**src/rtl/mbet_pkg.sv**
```systemverilog
// ----------------------------------------------------------------------------
// mbet_pkg
// Shared widths, constants, CORDIC tables and control types for the
// power-8 Mandelbulb escape-time block.
// ----------------------------------------------------------------------------
package mbet_pkg;

   localparam int FRACTION_BITS = 20;
   localparam int CORDIC_STEPS  = 24;
   localparam int ANG_BITS      = 56;
   localparam int GAIN_BITS     = 60;

   localparam int COORD_W = 24;
   localparam int COUNT_W = 8;
   localparam int REQ_W   = 3 * COORD_W;
   localparam int VAL_W   = 34;
   localparam int MAG_W   = VAL_W - 1;
   localparam int ANG_W   = 64;
   localparam int COEF_W  = 64;
   localparam int HALF_W  = COEF_W / 2;
   localparam int PP_W    = MAG_W + HALF_W;
   localparam int ACC_W   = MAG_W + COEF_W;
   localparam int STEP_W  = $clog2(CORDIC_STEPS);

   localparam logic [COUNT_W-1:0] MAX_ITER_RESET = COUNT_W'(255);

   typedef logic [CORDIC_STEPS-1:0][ANG_W-1:0] atan_table_type;

   // unsigned quotient by restoring long division, for table building only
   function automatic logic [63:0] udiv64(logic [63:0] num, logic [63:0] den);
      logic [63:0] quo;
      logic [64:0] rem;
      quo = '0;
      rem = '0;
      for (int i = 63; i >= 0; i--) begin
         rem = {rem[63:0], num[i]};
         if (rem >= {1'b0, den}) begin
            rem    = rem - {1'b0, den};
            quo[i] = 1'b1;
         end
      end
      return quo;
   endfunction

   // pi/4 with 62 fraction bits from the two Machin series
   function automatic logic [63:0] calc_pi4();
      logic [63:0] t;
      logic [63:0] sum;
      logic [63:0] n;
      logic [63:0] a5;
      t = udiv64(64'h4000_0000_0000_0000, 64'd5);
      sum = t;
      n = 64'd1;
      while (t != 64'd0) begin
         t = udiv64(t, 64'd25);
         if (n[0]) sum = sum - udiv64(t, 2 * n + 64'd1);
         else sum = sum + udiv64(t, 2 * n + 64'd1);
         n = n + 64'd1;
      end
      a5 = sum;
      t = udiv64(64'h4000_0000_0000_0000, 64'd239);
      sum = t;
      n = 64'd1;
      while (t != 64'd0) begin
         t = udiv64(t, 64'd57121);
         if (n[0]) sum = sum - udiv64(t, 2 * n + 64'd1);
         else sum = sum + udiv64(t, 2 * n + 64'd1);
         n = n + 64'd1;
      end
      return (a5 << 2) - sum;
   endfunction

   localparam logic [63:0] PI4    = calc_pi4();
   localparam logic [63:0] PI4_X4 = PI4 << 2;

   localparam logic signed [ANG_W-1:0] PI_ANG     = $signed(PI4_X4 >> (62 - ANG_BITS));
   localparam logic signed [ANG_W-1:0] TWO_PI     = PI_ANG <<< 1;
   localparam logic signed [ANG_W-1:0] HALF_PI    = PI_ANG >>> 1;
   localparam logic signed [ANG_W-1:0] NEG_PI     = -PI_ANG;
   localparam logic signed [ANG_W-1:0] NEG_TWO_PI = -TWO_PI;
   localparam logic signed [ANG_W-1:0] NEG_HALF_PI = -HALF_PI;

   function automatic atan_table_type build_atan_table();
      atan_table_type tab;
      logic [63:0] sum;
      logic [63:0] q;
      int e;
      tab[0] = PI4 >> (62 - ANG_BITS);
      for (int i = 1; i < CORDIC_STEPS; i++) begin
         sum = 64'd0;
         for (int n = 0; n < 64; n++) begin
            e = i * (2 * n + 1);
            if (e <= 62) begin
               q = udiv64(64'd1 << (62 - e), 64'(2 * n + 1));
               if ((n & 1) != 0) sum = sum - q;
               else sum = sum + q;
            end
         end
         tab[i] = sum >> (62 - ANG_BITS);
      end
      return tab;
   endfunction

   localparam atan_table_type ATAN_TABLE = build_atan_table();

   // signed product, truncated toward zero, magnitude saturated
   function automatic logic signed [63:0] mulshift_const(logic signed [63:0] a,
                                                         logic signed [63:0] b,
                                                         int sh);
      logic [63:0]  ua;
      logic [63:0]  ub;
      logic [127:0] p;
      logic [127:0] r;
      logic         neg;
      neg = a[63] ^ b[63];
      ua = a[63] ? -a : a;
      ub = b[63] ? -b : b;
      p = {64'd0, ua} * {64'd0, ub};
      r = p >> sh;
      if (r[127:63] != '0) r = {65'd0, 63'h7FFF_FFFF_FFFF_FFFF};
      return neg ? -$signed(r[63:0]) : $signed(r[63:0]);
   endfunction

   function automatic logic signed [63:0] calc_inv_gain();
      logic signed [63:0] x;
      logic signed [63:0] y;
      logic signed [63:0] nx;
      logic signed [63:0] g;
      logic signed [63:0] v;
      logic signed [63:0] one;
      one = 64'sd1 <<< GAIN_BITS;
      x = one;
      y = 64'sd0;
      for (int i = 0; i < CORDIC_STEPS; i++) begin
         if (y < 0) begin
            nx = x - (y >>> i);
            y = y + (x >>> i);
         end else begin
            nx = x + (y >>> i);
            y = y - (x >>> i);
         end
         x = nx;
      end
      g = x;
      v = $signed(udiv64(64'd6 << GAIN_BITS, 64'd10));
      for (int k = 0; k < 6; k++)
         v = mulshift_const(v, (one <<< 1) - mulshift_const(g, v, GAIN_BITS), GAIN_BITS);
      return v;
   endfunction

   localparam logic signed [COEF_W-1:0] INV_GAIN = calc_inv_gain();
   localparam logic signed [VAL_W-1:0]  TWO_FIX  = VAL_W'(64'd2 << FRACTION_BITS);

   // one entry per operation of an iteration, in issue order
   typedef enum logic [3:0] {
      PH_SQX, PH_SQY, PH_SQZ, PH_VEC1, PH_RHO, PH_VEC2,
      PH_S2, PH_R8, PH_MR, PH_ROT1, PH_MS, PH_ROT2
   } phase_type;

   typedef enum logic [3:0] {
      ST_IDLE, ST_CHECK, ST_MUL_LOAD, ST_MUL_LO, ST_MUL_HI, ST_MUL_WRITE,
      ST_ESC_TEST, ST_CORD_LOAD, ST_CORD_REDUCE, ST_CORD_WRAP, ST_CORD_FOLD,
      ST_CORD_STEP, ST_CORD_DONE, ST_RESULT
   } ctrl_state_type;

   typedef struct packed {
      logic              start;
      logic              mul_load;
      logic              mul_lo;
      logic              mul_hi;
      logic              mul_write;
      logic              cord_load;
      logic              cord_reduce;
      logic              cord_wrap;
      logic              cord_fold;
      logic              cord_step;
      logic              cord_done;
      logic [STEP_W-1:0] step;
      phase_type         phase;
   } dp_cmd_type;

   typedef struct packed {
      logic at_limit;
      logic escaped;
      logic ang_big;
   } dp_status_type;

endpackage

```
**src/rtl/mbet_ctrl.sv**
```systemverilog
// ----------------------------------------------------------------------------
// mbet_ctrl
// Sequencer: walks one item through its iterations, issuing multiplier
// passes and CORDIC steps to the datapath.
// ----------------------------------------------------------------------------
module mbet_ctrl import mbet_pkg::*; (
   input  logic          clock,
   input  logic          reset,
   input  logic          req_tvalid,
   output logic          req_tready,
   input  logic          out_free,
   input  dp_status_type status,
   output dp_cmd_type    cmd,
   output logic          out_write
);

   ctrl_state_type    state_ff, state_in;
   phase_type         phase_ff, phase_in;
   logic [STEP_W-1:0] step_ff, step_in;

   function automatic phase_type next_phase(phase_type p);
      phase_type r;
      unique case (p)
         PH_SQX:  r = PH_SQY;
         PH_SQY:  r = PH_SQZ;
         PH_SQZ:  r = PH_VEC1;
         PH_VEC1: r = PH_RHO;
         PH_RHO:  r = PH_VEC2;
         PH_VEC2: r = PH_S2;
         PH_S2:   r = PH_R8;
         PH_R8:   r = PH_MR;
         PH_MR:   r = PH_ROT1;
         PH_ROT1: r = PH_MS;
         PH_MS:   r = PH_ROT2;
         PH_ROT2: r = PH_SQX;
         default: r = PH_SQX;
      endcase
      return r;
   endfunction

   function automatic logic is_cordic(phase_type p);
      return (p == PH_VEC1) || (p == PH_VEC2) || (p == PH_ROT1) || (p == PH_ROT2);
   endfunction

   always_ff @(posedge clock) begin
      if (reset) begin
         state_ff <= ST_IDLE;
         phase_ff <= PH_SQX;
         step_ff  <= '0;
      end else begin
         state_ff <= state_in;
         phase_ff <= phase_in;
         step_ff  <= step_in;
      end
   end

   always_comb begin
      state_in   = state_ff;
      phase_in   = phase_ff;
      step_in    = step_ff;
      cmd        = '0;
      cmd.phase  = phase_ff;
      cmd.step   = step_ff;
      req_tready = 1'b0;
      out_write  = 1'b0;
      unique case (state_ff)
         ST_IDLE: begin
            req_tready = 1'b1;
            if (req_tvalid) begin
               cmd.start = 1'b1;
               state_in  = ST_CHECK;
            end
         end
         ST_CHECK: begin
            if (status.at_limit) begin
               state_in = ST_RESULT;
            end else begin
               phase_in = PH_SQX;
               state_in = ST_MUL_LOAD;
            end
         end
         ST_MUL_LOAD: begin
            cmd.mul_load = 1'b1;
            state_in     = ST_MUL_LO;
         end
         ST_MUL_LO: begin
            cmd.mul_lo = 1'b1;
            state_in   = ST_MUL_HI;
         end
         ST_MUL_HI: begin
            cmd.mul_hi = 1'b1;
            state_in   = ST_MUL_WRITE;
         end
         ST_MUL_WRITE: begin
            cmd.mul_write = 1'b1;
            if (phase_ff == PH_SQZ) begin
               state_in = ST_ESC_TEST;
            end else begin
               phase_in = next_phase(phase_ff);
               state_in = is_cordic(next_phase(phase_ff)) ? ST_CORD_LOAD : ST_MUL_LOAD;
            end
         end
         ST_ESC_TEST: begin
            if (status.escaped) begin
               state_in = ST_RESULT;
            end else begin
               phase_in = PH_VEC1;
               state_in = ST_CORD_LOAD;
            end
         end
         ST_CORD_LOAD: begin
            cmd.cord_load = 1'b1;
            step_in       = '0;
            if (phase_ff == PH_ROT1 || phase_ff == PH_ROT2) state_in = ST_CORD_REDUCE;
            else state_in = ST_CORD_STEP;
         end
         ST_CORD_REDUCE: begin
            if (status.ang_big) cmd.cord_reduce = 1'b1;
            else state_in = ST_CORD_WRAP;
         end
         ST_CORD_WRAP: begin
            cmd.cord_wrap = 1'b1;
            state_in      = ST_CORD_FOLD;
         end
         ST_CORD_FOLD: begin
            cmd.cord_fold = 1'b1;
            state_in      = ST_CORD_STEP;
         end
         ST_CORD_STEP: begin
            cmd.cord_step = 1'b1;
            if (step_ff == STEP_W'(CORDIC_STEPS - 1)) state_in = ST_CORD_DONE;
            else step_in = step_ff + STEP_W'(1);
         end
         ST_CORD_DONE: begin
            cmd.cord_done = 1'b1;
            if (phase_ff == PH_ROT2) begin
               state_in = ST_CHECK;
            end else begin
               phase_in = next_phase(phase_ff);
               state_in = is_cordic(next_phase(phase_ff)) ? ST_CORD_LOAD : ST_MUL_LOAD;
            end
         end
         ST_RESULT: begin
            if (out_free) begin
               out_write = 1'b1;
               state_in  = ST_IDLE;
            end
         end
         default: state_in = ST_IDLE;
      endcase
   end

endmodule

```
**config.mk**
```make
export PLATFORM = sky130hd
export DESIGN_NAME = mbet_ctrl
export DESIGN_NICKNAME = d
export VERILOG_FILES = /design/src/rtl/mbet_pkg.sv /design/src/rtl/mbet_ctrl.sv
export SDC_FILE = /design/constraint.sdc
export NUM_CORES = 1
export LEC_CHECK = 0
export BUFFER_PORTS_ARGS = -buffer_cell sky130_fd_sc_hd__buf_2
export CAP_MARGIN = 10
export CORE_MARGIN = 2
export CORE_UTILIZATION = 49
export CTS_BUF_LIST = sky130_fd_sc_hd__clkbuf_2 sky130_fd_sc_hd__clkbuf_4 sky130_fd_sc_hd__clkbuf_8
export DETAILED_ROUTE_END_ITERATION = 8
export GPL_TIMING_DRIVEN = 0
export PLACE_DENSITY_LB_ADDON = 0.3
export SLEW_MARGIN = 20
export SYNTH_ARGS = -nofsm -noshare
export SYNTH_HDL_FRONTEND = slang
export SYNTH_SLANG_ARGS = --single-unit
```
**constraint.sdc**
```tcl
create_clock -name clock -period 2.35 [get_ports clock]
set_clock_uncertainty 0.1 [all_clocks]
set_input_delay 0.235 -clock clock [delete_from_list [all_inputs] [get_ports clock]]
set_output_delay 0.235 -clock clock [all_outputs]
set_load 0.01 [all_outputs]
```
# Word-level counts from Yosys, hierarchy flattened
# Memory sizes are Yosys's and may differ from the RTL's. A register that Yosys moved wholly into a read port is not among the register bits.
# Index checks and enable logic that the tools add are counted.
# word_totals
in_bits	7
mem_count	4
out_inout_bits	22
ff_bits	13
romBits	256
ram_bits	0
latch_bits	0
# op_classes
n_lt_le_gt_ge	0
n_bitwise	0
mux	47
eq_ne	34
shifts	0
reduce_logical	13
add_sub_neg	1
mul	0
n_div	0
# mem_list
name	words	width	rd	rd_ports_with_merged_regs	wr	line	text
(no name shown)	16	4	1	1	0	mbet_ctrl.sv:23	unique case (p)
(no name shown)	16	4	1	1	0	mbet_ctrl.sv:23	
(no name shown)	16	4	1	1	0	mbet_ctrl.sv:23	
(no name shown)	16	4	1	1	0	mbet_ctrl.sv:23	
# op_table
op	n
4-bit two-way mux	22
4-bit case mux with 14 select lines	1
4-bit equality test (second input constant)	12
4-bit by 3-bit equality test with 1-bit output (second input constant)	6
4-bit by 2-bit equality test with 1-bit output (second input constant)	5
2-bit != test (second input constant)	9
1-bit two-way mux	16
4-bit case mux with 4 select lines	1
3-bit two-way mux	4
5-bit case mux with 2 select lines	1
1-bit logical OR	7
5-bit by 1-bit adder with 5-bit output (second input constant)	1
5-bit equality test (second input constant)	1
5-bit two-way mux	1
5-bit AND reduction	1
4-bit by 1-bit equality test with 1-bit output (second input constant)	1
4-bit zero test	1
4-bit AND reduction	1
4-bit nonzero test	1
2-bit two-way mux	1
2-bit AND reduction	1
2-bit nonzero test	1

# Depth between registers and ports, before layout
# depth
depth_word	10
depth_mapped	9

# Worst setup path after synthesis
# Ideal clock, no wire load.
# synth_timing
path_type	flip-flop to flip-flop
start	reg phase_ff[3]
end	reg with a tool-made name
stages_incl_launch_ff	9
n_path_buf	0
arrival_time_ps	2297
setup_ps	72
path_slack_ps	-119
path_cell_list	dfxtp_1 -> or4b_4 -> o32a_1 -> a21boi_2 -> o211ai_1 -> a21oi_1 -> ha_1 -> or3_1 -> mux2i_1
# synth_lines
item	line	text
start, declared	mbet_ctrl.sv:18	phase_type phase_ff, phase_in;
start signal, assigned	mbet_ctrl.sv:52	phase_ff <= phase_in;

==> qor.yml <==
status: "complete, but fails checks"
violations: "negative setup slack"
first_pass_iters: 4
end_kind: "register"
gr-total-overflow: 0
synth_top_area_cell: "dfxtp_1"
ys_warn_count: 0
wl_per_cell_um: 16.3
clock.fmax_mhz: 397
synth_seq_area_share_pct: 28.5
ant_nets: 0
worstSetupPathType: "reg -> reg"
antenna_cells: 0
dieWidth_um: 53.3
cts_made_buffers: 3
synth_edf_count: 0
ir_drop_mv: 0.421
core_mm2: 0.00225
die-area_mm2: 0.00284
worstPathArrival_ns: 2.64
setup_tns_ns: -0.357
finalPower_mw: 1.11
ys_async_sr_fraction_pct: 0
synth_common_cells: "dfxtp_1, nor2_1, a21oi_1, nand2_1, nor3_1"
ys_top_cells_by_area: "dfxtp_1, nor2_1, a21oi_1, nor3_1, nand2b_1"
h-tree-depth: 1
numClockSinks: 17
path_max_fanout: 4
initial_utilization_pct: 52.9
synth-compound-area-share_pct: 21.6
ys_types: 52
crit_path_start_kind: "register"
gp_congestion: 0.927
synth.ff_latch_count: 17
hold_ws_ns: 0.231
drive_above_1_share_pct: 30.2
grt_pass1_vias: 1252
timing_max_transition_violations_final: 0
wirelength_mm: 3.60
synthFlopType: "dfxtp_1"
cts_buffer_depth: 2
setup_ws_ns: -0.171
fin_crit_ns: 2.52
maxCapViolations: 0
syn_inst: 154
dieHeight_um: 53.3
power_density_mw_per_mm2: 739
grt_max_degree: 11
hp-class: "in -> reg"
synth_top_area_share_pct: 28.5
worst_pin_slew_ns: 0.544
hpwl_mm: 2.48
synth_xor_area_share_pct: 2.94
cts_tree: "done"
first_iter_violations: 58
rows: 17
vias: 1371
synth.cell_area_mm2: 0.00119
drc: 0
dp_cells: 209
vias_per_cell: 6.23
clk_pin_slew_ns: 0.10
hold_viol: 0
setup_viol: 3
io_pins: 29
port_buffers: 27
max_slew_margin_pct: 63.7
cts-root-buf: "clkbuf_4"
fin_crit_sh_pct: 107
grt_pass1_wl_mm: 5.69
worstPathRequired_ns: 2.47
pre_cts_slack_ns: -0.286
fillers: 208
insertion_delay_ns: 0.29
antenna_found_initial: 0
synth_nets: 164
syn_avg_cell_area_um2: 7.74
leakage_nw: 0.669
rsz0062_at_grt: "true"
grt_usage_pct: 27.6
synthMuxAreaShare_pct: 2.52
area_growth_pct: 25.4
finalNetCount: 203
synth_top_family_by_area: "simple AND/OR/NAND/NOR gates"
final_cells: 220
synth_fa_ha_area_share_pct: 3.15
synthSimpleGateAreaFrac_pct: 36.5
final cells by class:
cell class                      instances  area [µm²]  area share [%]
Multi-Input combinational cell        122         827            55.3
Sequential cell                        17         350            23.4
Timing Repair Buffer                   35         195            13.1
Buffer                                  8        35.0            2.34
Tap cell                               28        35.0            2.34
Clock buffer                            4        30.0            2.01
Inverter                                6        22.5            1.51
kinds of logic (layout without fill, tap and decap cells):
logic type               count (synthesis)  after routing
AND/OR/NAND/NOR                         74             74
XOR/XNOR                                 4              4
AO/OA/AOI/OAI                           38             38
adder cells (fa/ha/maj)                  3              3
flip-flops                              17             17
buffers and inverters                   15             53
multiplexers                             3              3
metrics by stage:
step                cell area (µm²)  utilization (%)
floorplan                      1210                -
detailed placement             1380             61.3
CTS                            1480             65.8
global placement               1380             61.3
global route                   1500             66.3
finish                         1500             66.3
where the power goes:
group | internal [mW] | total [mW] | switching, mW
registers | 0.313 | 0.358 | 0.0446
logic | 0.223 | 0.576 | 0.353
clock network | 0.0777 | 0.171 | 0.0938
total | 0.614 | 1.11 | 0.491
worst paths after layout:
kind	from	end	slack, ns	cells after the start
min	out_free	state_ff[2]	0.23	3
max reg2reg	phase_ff[3]	register	-0.17	8
min reg2reg	step_ff[1]	step_ff[1]	0.42	2
max	phase_ff[3]	register	-0.17	8
critical path, stage by stage, from the launching register on:
cell and delay [ns]:
dfxtp_4 0.35, or4b_4 0.54, o32a_1 0.32, a21boi_4 0.16, o211ai_1 0.16, a21oi_2 0.13
ha_2 0.20, or3_1 0.34, mux2i_1 0.16
placed cells by master, fill, tap and decap left out, types with 3 or more instances in the layout:
cell      instances
a21oi_1          10
buf_2            27
buf_4             8
clkbuf_1          4
clkbuf_2          4
clkbuf_4          4
dfxtp_1          13
inv_1             6
mux2i_1           3
nand2_1           9
nand2b_1          6
nand3_1           3
nand4b_1          3
nor2_1           17
nor3_1            8
nor3b_1           4
o211ai_1          3
o21ai_0           6
xor2_1            3
routing by layer:
layer / global-route usage (%) / wire (µm) / vias up
met5: 0 / 0 / -
met2: 47.3 / 1800 / 52
met1: 34.7 / 1540 / 662
met3: 3.67 / 169 / 9
met4: 10.3 / 80 / 0
li1: - / - / 648
timing repair:
| action | in CTS | in global routing |
|---|---|---|
| pin swaps | 4 | 1 |
| setup endpoints to repair | 3 | 5 |
| gates resized for setup | 6 | 5 |
| buffers inserted | 7 | 1 |
| hold buffers | 0 | 0 |
No activity file was read; power rests on OpenSTA's default activity.
